[src/rtl/core/mld_pkg.sv]
// Package: types, constants and helpers of the mouse look direction block
`timescale 1ns / 1ps
`default_nettype none
package mld_pkg;

    localparam int CW = 33;
    localparam int DIV_BITS = 38;
    localparam logic [15:0] SENS_RESET = 16'd3277;
    localparam logic [13:0] LIMIT_RESET = 14'd11392;
    localparam logic [15:0] YAW_RESET = 16'd34560;
    localparam logic signed [CW-1:0] CORDIC_X0 = 33'sh026DD3B6A;

    localparam logic [0:0] CFG_SENS = 1'b0;
    localparam logic [0:0] CFG_LIMIT = 1'b1;

    typedef enum logic [2:0] {
        S_IDLE, S_STEP, S_UPD, S_WRAP, S_CORD, S_MUL, S_OUT
    } top_state_t;

    typedef enum logic [1:0] {
        CS_IDLE, CS_DIV, CS_ROT
    } cord_state_t;

    typedef struct packed {
        logic                 done;
        logic signed [CW-1:0] cos_v;
        logic signed [CW-1:0] sin_v;
    } cord_res_t;

    function automatic logic [31:0] atan_bam(input logic [4:0] i);
        logic [31:0] r;
        case (i)
            5'd0:  r = 32'h20000000;
            5'd1:  r = 32'h12E4051E;
            5'd2:  r = 32'h09FB385B;
            5'd3:  r = 32'h051111D4;
            5'd4:  r = 32'h028B0D43;
            5'd5:  r = 32'h0145D7E1;
            5'd6:  r = 32'h00A2F61E;
            5'd7:  r = 32'h00517C55;
            5'd8:  r = 32'h0028BE53;
            5'd9:  r = 32'h00145F2F;
            5'd10: r = 32'h000A2F98;
            5'd11: r = 32'h000517CC;
            5'd12: r = 32'h00028BE6;
            5'd13: r = 32'h000145F3;
            5'd14: r = 32'h0000A2FA;
            5'd15: r = 32'h0000517D;
            5'd16: r = 32'h000028BE;
            5'd17: r = 32'h0000145F;
            5'd18: r = 32'h00000A30;
            5'd19: r = 32'h00000518;
            5'd20: r = 32'h0000028C;
            5'd21: r = 32'h00000146;
            5'd22: r = 32'h000000A3;
            5'd23: r = 32'h00000051;
            default: r = 32'h0;
        endcase
        return r;
    endfunction

    function automatic logic signed [15:0] sat_unit(input logic signed [19:0] v);
        logic signed [15:0] r;
        if (v > 20'sd16384) begin
            r = 16'sd16384;
        end else if (v < -20'sd16384) begin
            r = -16'sd16384;
        end else begin
            r = 16'(v);
        end
        return r;
    endfunction

endpackage
`default_nettype wire

[src/rtl/core/mld_cordic.sv]
// Bit-serial angle conversion and iterative rotation-mode CORDIC
`timescale 1ns / 1ps
`default_nettype none
module mld_cordic #(
    parameter int STEPS = 16
) (
    input  wire logic              aclk,
    input  wire logic              aresetn,
    input  wire logic              start,
    input  wire logic [15:0]       angle,
    output mld_pkg::cord_res_t     res
);
    import mld_pkg::*;

    cord_state_t state_reg, state_next;
    logic [5:0] cnt_reg, cnt_next;
    logic [5:0] rem_reg, rem_next;
    logic [DIV_BITS-1:0] dvd_reg, dvd_next;
    logic [31:0] q_reg, q_next;
    logic signed [CW-1:0] x_reg, x_next, y_reg, y_next, z_reg, z_next;
    logic flip_reg, flip_next, done_reg, done_next;

    logic [6:0] trial;
    logic ge;
    logic [31:0] qf;
    logic signed [CW-1:0] z0, xs, ys, at;
    logic [4:0] idx;

    assign trial = {rem_reg, dvd_reg[DIV_BITS-1]};
    assign ge = trial >= 7'd45;
    assign qf = {q_reg[30:0], ge};
    assign z0 = $signed({qf[31], qf});
    assign idx = cnt_reg[4:0];
    assign xs = x_reg >>> idx;
    assign ys = y_reg >>> idx;
    assign at = $signed({1'b0, atan_bam(idx)});

    always_ff @(posedge aclk) begin
        if (!aresetn) begin
            state_reg <= CS_IDLE;
            done_reg <= 1'b0;
        end else begin
            state_reg <= state_next;
            done_reg <= done_next;
        end
    end

    always_ff @(posedge aclk) begin
        cnt_reg <= cnt_next;
        rem_reg <= rem_next;
        dvd_reg <= dvd_next;
        q_reg <= q_next;
        x_reg <= x_next;
        y_reg <= y_next;
        z_reg <= z_next;
        flip_reg <= flip_next;
    end

    always_comb begin
        state_next = state_reg;
        cnt_next = cnt_reg;
        rem_next = rem_reg;
        dvd_next = dvd_reg;
        q_next = q_reg;
        x_next = x_reg;
        y_next = y_reg;
        z_next = z_reg;
        flip_next = flip_reg;
        done_next = 1'b0;
        case (state_reg)
            CS_IDLE: begin
                if (start) begin
                    dvd_next = {angle, 22'd22};
                    rem_next = '0;
                    q_next = '0;
                    cnt_next = '0;
                    state_next = CS_DIV;
                end
            end
            CS_DIV: begin
                rem_next = ge ? 6'(trial - 7'd45) : trial[5:0];
                q_next = qf;
                dvd_next = {dvd_reg[DIV_BITS-2:0], 1'b0};
                cnt_next = cnt_reg + 6'd1;
                if (cnt_reg == 6'(DIV_BITS - 1)) begin
                    cnt_next = '0;
                    x_next = CORDIC_X0;
                    y_next = '0;
                    if (z0 > 33'sh040000000) begin
                        z_next = z0 - 33'sh080000000;
                        flip_next = 1'b1;
                    end else if (z0 < -33'sh040000000) begin
                        z_next = z0 + 33'sh080000000;
                        flip_next = 1'b1;
                    end else begin
                        z_next = z0;
                        flip_next = 1'b0;
                    end
                    state_next = CS_ROT;
                end
            end
            CS_ROT: begin
                if (z_reg >= 0) begin
                    x_next = x_reg - ys;
                    y_next = y_reg + xs;
                    z_next = z_reg - at;
                end else begin
                    x_next = x_reg + ys;
                    y_next = y_reg - xs;
                    z_next = z_reg + at;
                end
                cnt_next = cnt_reg + 6'd1;
                if (cnt_reg == 6'(STEPS - 1)) begin
                    done_next = 1'b1;
                    state_next = CS_IDLE;
                end
            end
            default: state_next = CS_IDLE;
        endcase
    end

    assign res.done = done_reg;
    assign res.cos_v = flip_reg ? -x_reg : x_reg;
    assign res.sin_v = flip_reg ? -y_reg : y_reg;

endmodule
`default_nettype wire

[config.mk]
export PLATFORM = sky130hd
export DESIGN_NAME = mld_cordic
export DESIGN_NICKNAME = d
export VERILOG_FILES = /design/src/rtl/core/mld_pkg.sv /design/src/rtl/core/mld_cordic.sv
export SDC_FILE = /design/constraint.sdc
export NUM_CORES = 1
export LEC_CHECK = 0
export BUFFER_PORTS_ARGS = -buffer_cell sky130_fd_sc_hd__buf_4
export CORE_MARGIN = 2
export CORE_UTILIZATION = 63
export CTS_CLUSTER_SIZE = 10
export DETAILED_ROUTE_END_ITERATION = 10
export PLACE_DENSITY = 0.88
export REMOVE_ABC_BUFFERS = 1
export SYNTH_ARGS = -nofsm -noshare
export SYNTH_HDL_FRONTEND = slang
export SYNTH_SLANG_ARGS = --single-unit
[constraint.sdc]
create_clock -name aclk -period 9.19 [get_ports aclk]
set_clock_uncertainty 0.1 [all_clocks]
set_input_delay 0.919 -clock aclk [delete_from_list [all_inputs] [get_ports aclk]]
set_output_delay 0.919 -clock aclk [all_outputs]
set_load 0.02 [all_outputs]
==> impl_metrics.json, run 1 <==
{
  "outcome": "complete, no violations",
  "synth_edf_count": 180,
  "place.gp.congestion": 1.03,
  "cts_htree_levels": 1,
  "io_pins": 86,
  "syn-instance-count": 2198,
  "ir_drop_v": 0.000206,
  "final_cell_mix": "180 x edfxtp_1, 170 x nand2_1, 164 x nor2_1",
  "cts.sinks": 213,
  "cts_root_buf": "clkbuf_16",
  "hold_violations": 0,
  "cts_tree": "built",
  "start_kind": "flop",
  "seq_area_um2": 6070,
  "drc": 0,
  "timing.rr.end": "y_reg[29]",
  "grt_use_met1_pct": 41.7,
  "yosysUniqueCellTypes": 90,
  "start_util_pct": 63.8,
  "slew_headroom_pct": 16.3,
  "critPathCapture": "y_reg[29]",
  "power_density_nw_per_um2": 298,
  "drt-initial-drc-count": 2038,
  "slew_viol_final": 0,
  "die-area_um2": 34200,
  "die_h_um": 185,
  "final_layout_size_suffix_gt1_share_pct": 14.3,
  "grt-busiest-layer": "met2",
  "largest_reg_flops": 37,
  "synth-seq-cells": 213,
  "rsz0062_at_grt": "no",
  "min_period_ns": 7.06,
  "cp_data_arrival_time_ns": 7.25,
  "vias_per_cell": 6.89,
  "core_area_um2": 32400,
  "placed_cells": 2620,
  "syn_area_um2": 20600,
  "reg2regPathDepth": 19,
  "clk_path_buf_depth": 3,
  "numCtsBuffers": 26,
  "hold_class": "flop to flop",
  "fin_nets": 2344,
  "tightest_slew_ns": 1.24,
  "overflow": 0,
  "period_share_pct": 76.9,
  "ctsHoldBuffers": 0,
  "cp_data_required_time_ns": 9.37,
  "ctsResizeCount": 0,
  "crit_type": "flop to flop",
  "synth_ff_type": "edfxtp_1",
  "r2r-start": "cnt_reg[1]",
  "avgSynthCellArea_um2": 9.39,
  "num_vias": 18387,
  "rows": 66,
  "grt_pass1_vias": 17893,
  "maxCapViolCount": 0,
  "first_pass_iters": 6,
  "async_reset_ff_share_pct": 0,
  "clock_latency_ns": 0.57,
  "grt_max_degree": 87,
  "multiInputGateArea_um2": 13800,
  "synth_top_area_share_pct": 26.2,
  "antenna_found_initial": 0,
  "place_hpwl_um": 43200,
  "grtUsageMet3_pct": 5.19,
  "grt_pass1_wl_um": 95200,
  "stdcell_count": 2668,
  "worstSetupStartpoint": "cnt_reg[1]",
  "ys_seq_area_share_pct": 29.4,
  "tns_ns": 0,
  "hold-worst-slack_ns": 0.399,
  "path_clk_slew_ns": 0.06,
  "routedWlPerCell_um": 22.5,
  "max_clock_freq_mhz": 142,
  "area_growth_pct": 7.80,
  "layout_commonest_cell": "edfxtp_1",
  "die_w_um": 185,
  "ant_nets": 0,
  "fillers": 2464,
  "grt.total_usage_pct": 35.0,
  "use_met2_pct": 61.2,
  "p_leak_nw": 8.34,
  "worst-path-max-fanout": 86,
  "finalSetupViolations": 0,
  "wl_um": 59900,
  "yosysWarnings": 0,
  "synth_area_leaders": "edfxtp_1 26%, mux4_2 7.1%, ha_1 7.0%, xnor2_1 5.9%, xor2_1 3.8%",
  "yosysTopAreaCell": "edfxtp_1",
  "postCtsSetupRepairBufs": 0,
  "reg2reg_slack_ns": 2.13,
  "antenna_cells": 0,
  "io_buffers": 85,
  "endpoint_kind": "flop"
}
## layout make-up
class | count | area share (%)
multi-input combinational | 1801 | 62.0
sequential | 213 | 27.3
timing repair buffer | 111 | 3.75
clock buffer | 47 | 3.50
tap | 442 | 2.49
inverter | 53 | 0.894
clock inverter | 1 | 0.135
## metrics by stage
step	util (%)	power [mW]	setup slack [ns]	area, um2
detailed placement	66.2	5.53	2.27	21400
floorplan	-	4.58	1.03	20000
global placement	66.2	5.39	2.36	21400
global route	68.7	7.05	1.48	22200
CTS	68.7	6.55	2.22	22200
finish	68.7	6.63	2.13	22200
## kinds of logic (layout without fill, tap and decap cells)
kind of cell / after synthesis / in the layout / share of synthesized area, %
AO/OA/AOI/OAI: 609 / 609 / 19.3
buffers and inverters: 184 / 212 / 3.95
flip-flops: 213 / 213 / 29.4
AND/OR/NAND/NOR: 660 / 660 / 16.2
XOR/XNOR: 228 / 228 / 9.68
multiplexers: 185 / 185 / 14.2
adder cells (fa/ha/maj): 119 / 119 / 7.32
## layer usage
metal  share of wire (%)  up-vias  routed length [um]
li1                    -     8297                   -
met1                  37     8833               22300
met2                  49      983               29200
met3                 7.9      274                4710
met4                 6.1        0                3670
met5                   0        -                   0
## worst min-delay path by stage
stage | start | endpoint | cells past startpoint
finish | dvd_reg[1] | dvd_reg[2] | 1
global route | dvd_reg[1] | dvd_reg[2] | 1
CTS | dvd_reg[1] | dvd_reg[2] | 1
detailed placement | dvd_reg[1] | dvd_reg[2] | 1
global placement | dvd_reg[1] | dvd_reg[2] | 1
floorplan | dvd_reg[1] | dvd_reg[2] | 1
## worst max-delay path: stages, from the launching register on
cell	delay, ns
edfxtp_1	0.38
buf_4	0.79
mux4_1	0.45
mux4_2	0.55
a221oi_2	0.50
nand4_1	0.23
or3_1	0.39
or4_4	0.58
o31ai_1	0.32
xor2_1	0.20
mux2i_1	0.11
ha_1	0.40
nand3_1	0.12
nor3_1	0.15
a21oi_1	0.15
o311ai_0	0.72
a41oi_1	0.21
o21bai_1	0.20
xnor2_1	0.14
nor2_1	0.06
## power breakdown
group	switching, mW	leakage, nW	internal [mW]
Clock	0.413	0.387	0.569
Combinational	2.45	5.99	1.71
Sequential	0.182	1.96	1.30
Total	3.05	8.34	3.58
## synthesized netlist by cell type, types with 8 or more instances
| cell type | number |
|---|---|
| edfxtp_1 | 180 |
| nand2_1 | 170 |
| nor2_1 | 165 |
| o21ai_0 | 149 |
| xnor2_1 | 138 |
| a21oi_1 | 137 |
| ha_1 | 116 |
| xor2_1 | 90 |
| clkbuf_1 | 85 |
| mux2_2 | 65 |
| mux4_2 | 65 |
| and2_1 | 62 |
| a21o_1 | 54 |
| inv_1 | 51 |
| mux2i_1 | 44 |
| nand2b_1 | 40 |
| nor3_1 | 39 |
| o31ai_1 | 39 |
| dfxtp_1 | 33 |
| nand3_1 | 33 |
| or3_1 | 27 |
| o21a_1 | 26 |
| a211oi_1 | 24 |
| nor2b_1 | 24 |
| a31oi_1 | 21 |
| buf_1 | 20 |
| o41ai_1 | 19 |
| or4_1 | 17 |
| or2_2 | 15 |
| nor4_1 | 14 |
| nand4_1 | 12 |
| a22oi_1 | 11 |
| o22ai_1 | 11 |
| a21boi_0 | 10 |
| buf_2 | 10 |
| mux4_1 | 10 |
| o211ai_1 | 9 |
| a221oi_1 | 8 |
| and3_1 | 8 |
| buf_4 | 8 |
| o21bai_1 | 8 |
(Power assumes the default switching activity.)
==> run 2, diff against run 1 <==
ABC_AREA = 1   (was default)
clock period = 6.78 ns   (was 9.19 ns; I/O delays follow)
==> run 2 against run 1 <==
Against the previous run:
- global-route usage increased by 3.5 points
- critical path depth increased by 9
- design area increased by 4.0%
- area after synthesis increased by 4.2%
- clock-buffer cell count decreased by 12
- critical endpoint is now y_reg[23]
==> impl_metrics.json, run 2 <==
{
  "grt.total_usage_pct": 38.4,
  "syn-instance-count": 3247,
  "critPathMaxStageDelay_ns": 0.53,
  "clock_latency_ns": 0.58,
  "routedWlPerCell_um": 18.7,
  "numCtsBuffers": 28,
  "worst-path-max-fanout": 59,
  "outcome": "complete, no violations",
  "cp_data_arrival_time_ns": 6.06,
  "maxCapViolCount": 0,
  "io_buffers": 85,
  "cp_data_required_time_ns": 7.01,
  "reg2regPathDepth": 28,
  "cts_root_buf": "clkbuf_16",
  "tightest_slew_ns": 1.15,
  "grt_pass1_wl_um": 111000,
  "syn_area_um2": 21500,
  "drt-initial-drc-count": 2583,
  "slew_viol_final": 0,
  "start_kind": "flop",
  "drc": 0,
  "antenna_found_initial": 0,
  "ys_seq_area_share_pct": 28.2,
  "synthTopCellsByCount": "910 x nand2_1, 345 x inv_1, 337 x nand3_1",
  "hold_violations": 0,
  "num_vias": 22844,
  "fin_nets": 3403,
  "place.gp.congestion": 0.993,
  "first_pass_iters": 6,
  "yosysMostFrequentCell": "nand2_1",
  "area_growth_pct": 7.55,
  "rsz0062_at_grt": "no",
  "vias_per_cell": 6.13,
  "slowest_stage": "inv_4",
  "r2r-start": "cnt_reg[0]",
  "cts.sinks": 213,
  "avgSynthCellArea_um2": 6.62,
  "core_area_um2": 33500,
  "endpoint_kind": "flop",
  "timing.final.ws_setup_ns": 0.952,
  "reg2reg_slack_ns": 0.95,
  "overflow": 0,
  "async_reset_ff_share_pct": 0,
  "die_w_um": 189,
  "post-place-ws_ns": 1.14,
  "clk_path_buf_depth": 3,
  "yosysWarnings": 0,
  "ctsResizeCount": 0,
  "placed_cells": 3683,
  "rows": 67,
  "max_clock_freq_mhz": 172,
  "largest_reg_flops": 37,
  "wl_um": 69600,
  "synth_ff_type": "edfxtp_1",
  "yosysTopAreaCell": "edfxtp_1",
  "hold-worst-slack_ns": 0.271,
  "period_share_pct": 86.0,
  "ant_nets": 0,
  "grt_pass1_vias": 21377,
  "yosysUniqueCellTypes": 59,
  "path_clk_slew_ns": 0.06,
  "synth-seq-cells": 213,
  "whs_path_depth": 3,
  "hold_class": "input port to flop",
  "stdcell_count": 3726,
  "synth_edf_count": 180,
  "cts_tree": "built",
  "synth_area_leaders": "edfxtp_1 25%, nand2_1 16%, nand3_1 7.8%, ha_1 6.7%, inv_1 6.0%",
  "cts_htree_levels": 1,
  "fillers": 2901,
  "slew_headroom_pct": 23.1,
  "ctsHoldBuffers": 0,
  "crit_type": "flop to flop",
  "synth_top_area_share_pct": 25.1,
  "timing.rr.end": "y_reg[23]",
  "final_layout_size_suffix_gt1_share_pct": 7.99,
  "die_h_um": 189,
  "final_cell_mix": "910 x nand2_1, 344 x inv_1, 337 x nand3_1",
  "min_from": "aresetn",
  "antenna_cells": 0,
  "grt_max_degree": 75,
  "min_period_ns": 5.83,
  "finalSetupViolations": 0,
  "cpMostUsedCell": "nand2_1",
  "hold_path_end": "done_reg",
  "start_util_pct": 64.1,
  "die-area_um2": 35600,
  "io_pins": 86,
  "layout_commonest_cell": "nand2_1",
  "place_hpwl_um": 52500,
  "postCtsSetupRepairBufs": 0
}
-- run 2: cell types whose count changed after synthesis, sizes merged, moves of 75 or more --
cell,before,now
nand3,33,357
nor2,165,310
mux4,75,0
nand2,171,938
inv,51,358
-- run 2: final cells by class --
| class | instances | area, um2 | area share, % |
|---|---|---|---|
| Multi-Input combinational cell | 2555 | 13500 | 58.4 |
| Clock buffer | 35 | 758 | 3.28 |
| Timing Repair Buffer | 106 | 808 | 3.49 |
| Inverter | 361 | 1360 | 5.87 |
| Clock inverter | 8 | 80.1 | 0.346 |
| Tap cell | 448 | 561 | 2.42 |
| Sequential cell | 213 | 6070 | 26.2 |
-- run 2: worst max-delay path, delay by kind of cell (launching register included) --
kind / cells / cell delay, ns
AOI/OAI and AO/OA: 6 / 1.82
xor gates and xnor gates: 1 / 0.23
adders and majority gates: 2 / 0.57
buffers and inverters: 6 / 1.07
DFF: 1 / 0.40
and+or+nand+nor: 13 / 1.39
-- run 2: cell families (layout without fill, tap and decap cells) --
group           count (synthesis)  count (layout)  share of synthesized area (%)
xor+xnor                      164             164                           6.68
buf+inv                       479             510                           9.18
compound gates                538             538                           14.1
simple gates                 1734            1734                           34.8
flops                         213             213                           28.2
fa+ha+maj                     119             119                           7.03
-- run 2: metal layers --
metal | GRT usage, % | vias to the layer above | wire, um
li1 | - | 10860 | -
met4 | 16.8 | 0 | 3130
met1 | 49.5 | 10492 | 27800
met2 | 65.0 | 1276 | 32700
met3 | 4.86 | 216 | 6050
met5 | 0 | - | 0
-- run 2: how the worst max path moves through the flow --
stage                       from  cells after the start         to
floorplan           state_reg[0]                      4   x_reg[0]
global placement      cnt_reg[3]                     27  y_reg[23]
detailed placement    cnt_reg[3]                     27  y_reg[23]
CTS                   cnt_reg[0]                     28  y_reg[23]
global route          cnt_reg[1]                     26  y_reg[23]
finish                cnt_reg[0]                     28  y_reg[23]
-- run 2: stage by stage --
stage | instance area (um2) | util, % | TNS [ns]
floorplan | 20900 | - | -276.62
global placement | 22300 | 66.5 | 0
detailed placement | 22300 | 66.5 | 0
CTS | 23100 | 69.0 | 0
global route | 23100 | 69.0 | 0
finish | 23100 | 69.0 | 0
Power of run 2 is left out: the tool's default activity adds up to more than one toggle a clock period on the data nets, which glitch-free logic cannot reach.
